`config.mk`:
```
export PLATFORM = sky130hd
export DESIGN_NAME = sorted_array_list_flat
export DESIGN_NICKNAME = d
export VERILOG_FILES = /design/src/rtl/sal_pkg.sv /design/src/rtl/sal_if.sv /design/src/rtl/sal_ctrl.sv /design/src/rtl/sal_dp.sv /design/src/rtl/sorted_array_list.sv /design/src/flat_wrapper.sv
export SDC_FILE = /design/constraint.sdc
export NUM_CORES = 1
export LEC_CHECK = 0
export BUFFER_PORTS_ARGS = -buffer_cell sky130_fd_sc_hd__buf_2
export CORE_ASPECT_RATIO = 0.5
export CORE_UTILIZATION = 50
export CTS_CLUSTER_DIAMETER = 40
export DETAILED_ROUTE_END_ITERATION = 10
export PLACE_DENSITY_LB_ADDON = 0.15
export SLEW_MARGIN = 25
export SYNTH_ARGS = -nofsm -noshare
export SYNTH_HDL_FRONTEND = slang
export SYNTH_SLANG_ARGS = --single-unit
```
`constraint.sdc`:
```
create_clock -name i_clk -period 6 [get_ports i_clk]
set_clock_uncertainty 0.1 [all_clocks]
set_input_delay 1.8 -clock i_clk [delete_from_list [all_inputs] [get_ports i_clk]]
set_output_delay 1.8 -clock i_clk [all_outputs]
set_load 0.1 [all_outputs]
```
`src/rtl/sal_pkg.sv`:
```
// shared types and constants for the sorted array list
package sal_pkg;

    // list geometry
    localparam int CAPACITY = 8;
    localparam int IDX_W    = $clog2(CAPACITY);
    localparam int CNT_W    = $clog2(CAPACITY + 1);
    localparam int POS_W    = 3;
    localparam int OP_W     = 2;
    localparam int VAL_W    = 32;

    // operation codes
    localparam logic [OP_W-1:0] OP_INSERT = 2'd0;
    localparam logic [OP_W-1:0] OP_DELETE = 2'd1;
    localparam logic [OP_W-1:0] OP_READ   = 2'd2;

    // controller states
    typedef enum logic [1:0] {
        ST_IDLE,
        ST_EXEC,
        ST_RESP
    } t_state;

    // controller to datapath commands
    typedef struct packed {
        logic capture;
        logic execute;
    } t_dp_cmd;

endpackage

```
`src/rtl/sal_if.sv`:
```
// request and response channel interfaces
interface sal_req_if import sal_pkg::*; ();
    logic                    valid;
    logic                    ready;
    logic [OP_W-1:0]         opcode;
    logic signed [VAL_W-1:0] value;
    logic [POS_W-1:0]        position;

    modport source (output valid, opcode, value, position, input ready);
    modport sink   (input valid, opcode, value, position, output ready);
endinterface

interface sal_rsp_if import sal_pkg::*; ();
    logic                    valid;
    logic                    ready;
    logic                    ok;
    logic [CNT_W-1:0]        count;
    logic signed [VAL_W-1:0] read_value;

    modport source (output valid, ok, count, read_value, input ready);
    modport sink   (input valid, ok, count, read_value, output ready);
endinterface

```
`src/rtl/sal_ctrl.sv`:
```
// controller state machine: accept, execute, respond
module sal_ctrl import sal_pkg::*; (
    input  logic    i_clk,
    input  logic    i_rst_n,
    input  logic    i_in_valid,
    output logic    o_in_ready,
    output logic    o_out_valid,
    input  logic    i_out_ready,
    output t_dp_cmd o_cmd
);

    t_state r_state;
    t_state n_state;

    // state register
    always_ff @(posedge i_clk) begin
        if (!i_rst_n) begin
            r_state <= ST_IDLE;
        end else begin
            r_state <= n_state;
        end
    end

    // next state
    always_comb begin
        n_state = r_state;
        unique case (r_state)
            ST_IDLE: begin
                if (i_in_valid) begin
                    n_state = ST_EXEC;
                end
            end
            ST_EXEC: begin
                n_state = ST_RESP;
            end
            ST_RESP: begin
                if (i_out_ready) begin
                    n_state = ST_IDLE;
                end
            end
            default: begin
                n_state = ST_IDLE;
            end
        endcase
    end

    // outputs
    always_comb begin
        o_in_ready    = 1'b0;
        o_out_valid   = 1'b0;
        o_cmd.capture = 1'b0;
        o_cmd.execute = 1'b0;
        unique case (r_state)
            ST_IDLE: begin
                o_in_ready    = 1'b1;
                o_cmd.capture = i_in_valid;
            end
            ST_EXEC: begin
                o_cmd.execute = 1'b1;
            end
            ST_RESP: begin
                o_out_valid = 1'b1;
            end
            default: begin
                o_in_ready = 1'b0;
            end
        endcase
    end

endmodule

```
`src/rtl/sal_dp.sv`:
```
// datapath: sorted slot row, count and response register
module sal_dp import sal_pkg::*; (
    input  logic                    i_clk,
    input  logic                    i_rst_n,
    input  t_dp_cmd                 i_cmd,
    input  logic [OP_W-1:0]         i_opcode,
    input  logic signed [VAL_W-1:0] i_value,
    input  logic [POS_W-1:0]        i_position,
    output logic                    o_ok,
    output logic [CNT_W-1:0]        o_count,
    output logic signed [VAL_W-1:0] o_read_value
);

    logic [OP_W-1:0]         r_op;
    logic signed [VAL_W-1:0] r_val;
    logic [POS_W-1:0]        r_pos;
    logic signed [VAL_W-1:0] r_slot [CAPACITY];
    logic [CNT_W-1:0]        r_count;
    logic                    r_ok;
    logic signed [VAL_W-1:0] r_rd;

    logic signed [VAL_W-1:0] ins_next [CAPACITY];
    logic signed [VAL_W-1:0] del_next [CAPACITY];
    logic [CAPACITY-1:0]     gt;
    logic                    full;
    logic                    pos_valid;

    assign full      = (r_count == CNT_W'(CAPACITY));
    assign pos_valid = ({{(CNT_W > POS_W ? CNT_W - POS_W : 1){1'b0}}, r_pos} < r_count)
                       && ({1'b0, r_pos} < (POS_W + 1)'(CAPACITY));

    // per-slot compare and shift
    for (genvar i = 0; i < CAPACITY; i++) begin : g_slot
        localparam logic [CNT_W-1:0] K  = CNT_W'(i);
        localparam logic [POS_W:0]   KP = (POS_W + 1)'(i);
        logic occupied;

        assign occupied = (K < r_count);
        assign gt[i]    = occupied && (r_slot[i] > r_val);

        // insert: larger entries move up, value lands after equal ones
        if (i == 0) begin : g_first
            assign ins_next[i] = (gt[i] || K == r_count) ? r_val : r_slot[i];
        end else begin : g_rest
            assign ins_next[i] = gt[i-1] ? r_slot[i-1] :
                                 ((gt[i] || K == r_count) ? r_val : r_slot[i]);
        end

        // delete: later occupied entries move down
        if (i == CAPACITY - 1) begin : g_last
            assign del_next[i] = r_slot[i];
        end else begin : g_body
            assign del_next[i] = (KP >= {1'b0, r_pos} && (K + 1'b1) < r_count)
                                 ? r_slot[i+1] : r_slot[i];
        end
    end

    // input beat capture
    always_ff @(posedge i_clk) begin
        if (i_cmd.capture) begin
            r_op  <= i_opcode;
            r_val <= i_value;
            r_pos <= i_position;
        end
    end

    // slot row update
    always_ff @(posedge i_clk) begin
        if (i_cmd.execute) begin
            if (r_op == OP_INSERT && !full) begin
                r_slot <= ins_next;
            end else if (r_op == OP_DELETE && pos_valid) begin
                r_slot <= del_next;
            end
        end
    end

    // fill count
    always_ff @(posedge i_clk) begin
        if (!i_rst_n) begin
            r_count <= '0;
        end else if (i_cmd.execute) begin
            if (r_op == OP_INSERT && !full) begin
                r_count <= r_count + 1'b1;
            end else if (r_op == OP_DELETE && pos_valid) begin
                r_count <= r_count - 1'b1;
            end
        end
    end

    // response register
    always_ff @(posedge i_clk) begin
        if (i_cmd.execute) begin
            case (r_op)
                OP_INSERT: begin
                    r_ok <= !full;
                    r_rd <= '0;
                end
                OP_DELETE: begin
                    r_ok <= pos_valid;
                    r_rd <= '0;
                end
                OP_READ: begin
                    r_ok <= pos_valid;
                    r_rd <= pos_valid ? r_slot[IDX_W'(r_pos)] : '0;
                end
                default: begin
                    r_ok <= 1'b0;
                    r_rd <= '0;
                end
            endcase
        end
    end

    assign o_ok         = r_ok;
    assign o_count      = r_count;
    assign o_read_value = r_rd;

    // count stays within capacity
    a_count_range: assert property (@(posedge i_clk) disable iff (!i_rst_n)
        r_count <= CNT_W'(CAPACITY))
        else $error("fill count above capacity");

    // a successful insert adds exactly one entry
    a_insert_grows: assert property (@(posedge i_clk) disable iff (!i_rst_n)
        i_cmd.execute && r_op == OP_INSERT && !full |=> r_count == $past(r_count) + 1'b1)
        else $error("insert did not grow the list");

    // a read never changes the count
    a_read_keeps: assert property (@(posedge i_clk) disable iff (!i_rst_n)
        i_cmd.execute && r_op == OP_READ |=> r_count == $past(r_count))
        else $error("read changed the count");

    // failed operations report no data
    a_fail_zero: assert property (@(posedge i_clk) disable iff (!i_rst_n)
        i_cmd.execute |=> r_ok || r_rd == '0)
        else $error("nonzero read value on failure");

endmodule

```
`src/rtl/sorted_array_list.sv`:
```
// sorted array list: ascending list with insert, delete at position and read
// flow: the request beat is captured in idle, executed in the exec state, then held as a valid response
// a new request is accepted only once the previous response has been taken (accept, execute, respond)
// every slot compares and shifts in parallel, so any operation completes within the exec state
// reset: synchronous active-low, empties the list and returns to idle
module sorted_array_list import sal_pkg::*; (
    input  logic      i_clk,
    input  logic      i_rst_n,
    sal_req_if.sink   i_req,
    sal_rsp_if.source o_rsp
);

    t_dp_cmd cmd;

    // controller
    sal_ctrl u_ctrl (
        .i_clk       (i_clk),
        .i_rst_n     (i_rst_n),
        .i_in_valid  (i_req.valid),
        .o_in_ready  (i_req.ready),
        .o_out_valid (o_rsp.valid),
        .i_out_ready (o_rsp.ready),
        .o_cmd       (cmd)
    );

    // datapath
    sal_dp u_dp (
        .i_clk        (i_clk),
        .i_rst_n      (i_rst_n),
        .i_cmd        (cmd),
        .i_opcode     (i_req.opcode),
        .i_value      (i_req.value),
        .i_position   (i_req.position),
        .o_ok         (o_rsp.ok),
        .o_count      (o_rsp.count),
        .o_read_value (o_rsp.read_value)
    );

endmodule

```
`src/flat_wrapper.sv`:
```
// flat-port wrapper written by rule: the top's interface ports become plain ports
module sorted_array_list_flat import sal_pkg::*;
  (i_clk, i_rst_n, i_req_valid, i_req_opcode, i_req_value, i_req_position, i_req_ready, o_rsp_valid, o_rsp_ok, o_rsp_count, o_rsp_read_value, o_rsp_ready);
  sal_req_if i_req_i ();
  sal_rsp_if o_rsp_i ();
  input  logic i_clk;
  input  logic i_rst_n;
  input wire logic [$bits(i_req_i.valid)-1:0] i_req_valid;
  input wire logic [$bits(i_req_i.opcode)-1:0] i_req_opcode;
  input wire logic [$bits(i_req_i.value)-1:0] i_req_value;
  input wire logic [$bits(i_req_i.position)-1:0] i_req_position;
  output wire logic [$bits(i_req_i.ready)-1:0] i_req_ready;
  output wire logic [$bits(o_rsp_i.valid)-1:0] o_rsp_valid;
  output wire logic [$bits(o_rsp_i.ok)-1:0] o_rsp_ok;
  output wire logic [$bits(o_rsp_i.count)-1:0] o_rsp_count;
  output wire logic [$bits(o_rsp_i.read_value)-1:0] o_rsp_read_value;
  input wire logic [$bits(o_rsp_i.ready)-1:0] o_rsp_ready;
  assign i_req_i.valid = i_req_valid;
  assign i_req_i.opcode = i_req_opcode;
  assign i_req_i.value = i_req_value;
  assign i_req_i.position = i_req_position;
  assign i_req_ready = i_req_i.ready;
  assign o_rsp_valid = o_rsp_i.valid;
  assign o_rsp_ok = o_rsp_i.ok;
  assign o_rsp_count = o_rsp_i.count;
  assign o_rsp_read_value = o_rsp_i.read_value;
  assign o_rsp_i.ready = o_rsp_ready;
  sorted_array_list u_core (.i_clk(i_clk), .i_rst_n(i_rst_n), .i_req(i_req_i), .o_rsp(o_rsp_i));
endmodule
```
==> flow_summary_export.csv <==
group,metric,value,unit
final_layout,layout-drive-gt1-share,14.3,%
die,io_pins,80,
setup_path,crit_path_end_kind,"flip-flop",
setup_path,critPathKind,"reg2reg",
grt,grt_remaining_overflow,0,
sta,clock.fmax,209,MHz
clock_network,insertion_delay,0.57,ns
yosys,yosysWarnings,0,
routing,vias,20108,
sta,slew_headroom,20.8,%
yosys,synth_seq_area_share,42.6,%
clock_network,clock_sinks,332,
yosys,netlist_area,23200,um2
final_layout,area_delta_synth_final,11.1,%
final_layout,finalNetCount,2543,
routing,routed_wl,84.5,mm
routing,drt_drc_violations_left,0,
yosys,synth_area_leaders,"edfxtp_1, ha_1, mux4_2",
yosys,synth_flop_cell,"edfxtp_1",
clock_network,cts_buffers,41,
clock_network,hold_buffers,0,
placed_design,pre_cts_ws,1.47,ns
setup_path,path_cells,"inv_1 -> ha_1 -> nand4_1 -> nor4_1 -> nand2_1 -> or3_1 -> o211ai_1 -> buf_4 -> and2_2 -> o211ai_1",
yosys,synth-async-reset-ratio,0,%
die,coreArea,45600,um2
placed_design,io_buffers,79,
clock_network,htree_levels,2,
yosys,ys_seq_elements,332,
die,initial_core_util,51.0,%
final_layout,num_antenna_cells,0,
setup_path,cp_slowest_cell,"and2_2",
sta,setup_tns,0,ns
run_status,status,"finished, final reports clean",
routing,avgViaCountPerCell,6.95,
pwr,vdd_drop_max,0.172,mV
setup_path,start_kind,"flip-flop",
yosys,synth_top_area_share,42.1,%
die,die_y,154,um
grt,antenna_found_initial,1,
grt,grt_pass1_vias,19090,
sta,slew_violations,0,
final_layout,fill_cells,3971,
die,num_rows,55,
routing,ant_nets,0,
sta,hold_viol,0,
routing,drt_pre_antenna_iters,5,
die,die_area,47400,um2
clock_network,root_buffer,"clkbuf_16",
sta,setup_viol,0,
die,die_w,307,um
sta,rsz0062_at_grt,"false",
yosys,avgSynthCellArea,10.5,um2
clock_network,postCtsSetupBuffers,0,
setup_path,cp_max_fo,32,
sta,tightest_slew,1.19,ns
placed_design,routabilityCongestion,1.02,
routing,wl_per_cell,29.2,um
setup_path,max_stage_delay,0.98,ns
grt,grt_max_degree,107,
setup_path,crit_family,"simple AND/OR/NAND/NOR gates",
sta,layout_setup_ws,1.20,ns
grt,grt_pass1_wl,125,mm
sta,holdWs,0.506,ns
yosys,syn_inst,2214,
clock_network,path_clk_slew,0.06,ns
sta,fin_crit_sh,79.9,%
grt,gr-usage-all-layers,35.5,%
yosys,synth-edff-count,326,
placed_design,place_hpwl,55.5,mm
yosys,synth_cell_type_count,64,
setup_path,cpMostUsedCell,"o211ai_1",
clock_network,cts_resized,0,
clock_network,cts.path.max_buffers,3,
run,maxCapViolCount,0,
setup_path,critPathRequiredTime,6.15,ns
yosys,syn_nets,2521,
setup_path,crit_buf_inv,2,
sta,finalCriticalPeriod,4.80,ns
routing,drt_iter0_markers,3020,
clock_network,cts_tree,"built",
pwr,p_leak,0.00974,uW
setup_path,cp.arrival,4.94,ns
min_path,min_path_type,"reg2reg",
yosys,synth_top_cell_by_area,"edfxtp_1",
pwr,power_density,246,nW/um2
==> cells in the final DEF (no fill, tap or decap), types with 12 or more instances in the layout <==
cell type / count
a21o_1: 15
o31ai_1: 33
a31o_1: 31
clkbuf_16: 43
buf_4: 37
a31o_2: 32
edfxtp_1: 326
inv_1: 55
ha_1: 266
mux2i_1: 65
a31oi_1: 37
buf_2: 79
nor4_1: 12
a21oi_1: 145
nand4_1: 148
nand3_1: 27
nor2b_1: 13
mux4_2: 64
nor2_1: 82
nand2_1: 374
o211ai_1: 107
o21ai_0: 100
==> tightest hold or removal path, cell delays in order (launching register included) <==
cell and delay, ns:
dfxtp_1 0.33, nor2_1 0.06, and3_1 0.17
==> synthesized netlist by cell type (7+ instances only) <==
cell type / instances
edfxtp_1: 326
a31o_1: 31
ha_1: 266
a21o_1: 15
clkbuf_1: 113
buf_2: 9
nor2b_1: 13
o211ai_1: 107
a31o_2: 32
buf_1: 14
a21oi_1: 146
a211oi_1: 12
nor4_1: 12
mux4_2: 64
nand2_1: 376
nor2_1: 84
o21a_1: 8
nand3_1: 27
o31ai_1: 33
mux2i_1: 65
a31oi_1: 42
nor3_1: 11
inv_1: 56
o21ai_0: 100
a221oi_1: 7
nand4_1: 148
==> registers in the layout, indices dropped and copies added (netlist names) <==
register and flops:
u_core.u_dp.r_slot 224, u_core.u_dp.o_read_value 32, u_core.u_dp.r_op 2, u_core.u_dp.r_val 32
u_core.u_dp.del_next 32, u_core.u_dp.o_ok 1, u_core.u_dp.o_count 4, u_core.u_dp.r_pos 3
u_core.u_ctrl.r_state 2
==> area by class of cell <==
type	count	area, um2	share of cell area, %
clock inverter	29	275	1.07
clock buffer	46	1100	4.25
timing repair buffer	124	833	3.23
multi-input combinational	1681	12700	49.2
sequential	332	9910	38.4
inverter	56	211	0.819
tap	627	785	3.04
==> where the power goes <==
| group | internal (uW) | switching (uW) | total [uW] |
|---|---|---|---|
| sequential | 2610 | 38.3 | 2650 |
| combinational | 335 | 778 | 1110 |
| clock | 1440 | 1150 | 2590 |
==> per-layer routing <==
| layer | up-vias | track usage, % | share of wire, % |
|---|---|---|---|
| met5 | - | 0 | 0 |
| met4 | 0 | 9.79 | 2.7 |
| met3 | 159 | 7.13 | 12 |
| met2 | 1351 | 51.4 | 42 |
| met1 | 9875 | 53.6 | 43 |
| li1 | 8723 | - | - |
==> kinds of logic after synthesis <==
group	after synthesis	share of synthesized area, %
flip-flops	332	42.6
AND/OR/NAND/NOR	704	13.9
AO/OA/AOI/OAI	577	16.4
multiplexers	130	9.05
XOR/XNOR	4	0.151
buffers and inverters	201	3.52
adder cells (fa/ha/maj)	266	14.3
==> worst paths after layout <==
path | to | from | depth (start not counted) | slack [ns]
worst max-delay path | u_core.u_dp.r_slot[223] | u_core.u_dp.r_val[31] | 10 | 1.20
worst min register to register | u_core.u_ctrl.r_state[0] | u_core.u_ctrl.r_state[1] | 2 | 0.51
worst max register to register | u_core.u_dp.r_slot[223] | u_core.u_dp.r_val[31] | 10 | 1.20
worst min-delay path | u_core.u_ctrl.r_state[0] | u_core.u_ctrl.r_state[1] | 2 | 0.51
==> metrics by stage <==
step	cells	utilization [%]	total power [uW]	area, um2
final	2895	56.7	6350	25800
after global routing	2895	56.7	6530	25800
after CTS	2894	56.6	6330	25800
after detailed placement	2819	53.6	3780	24400
after global placement	2819	53.6	3760	24400
after floorplan	2214	-	3430	23200
Note: power is estimated with default switching activity, not from simulation.
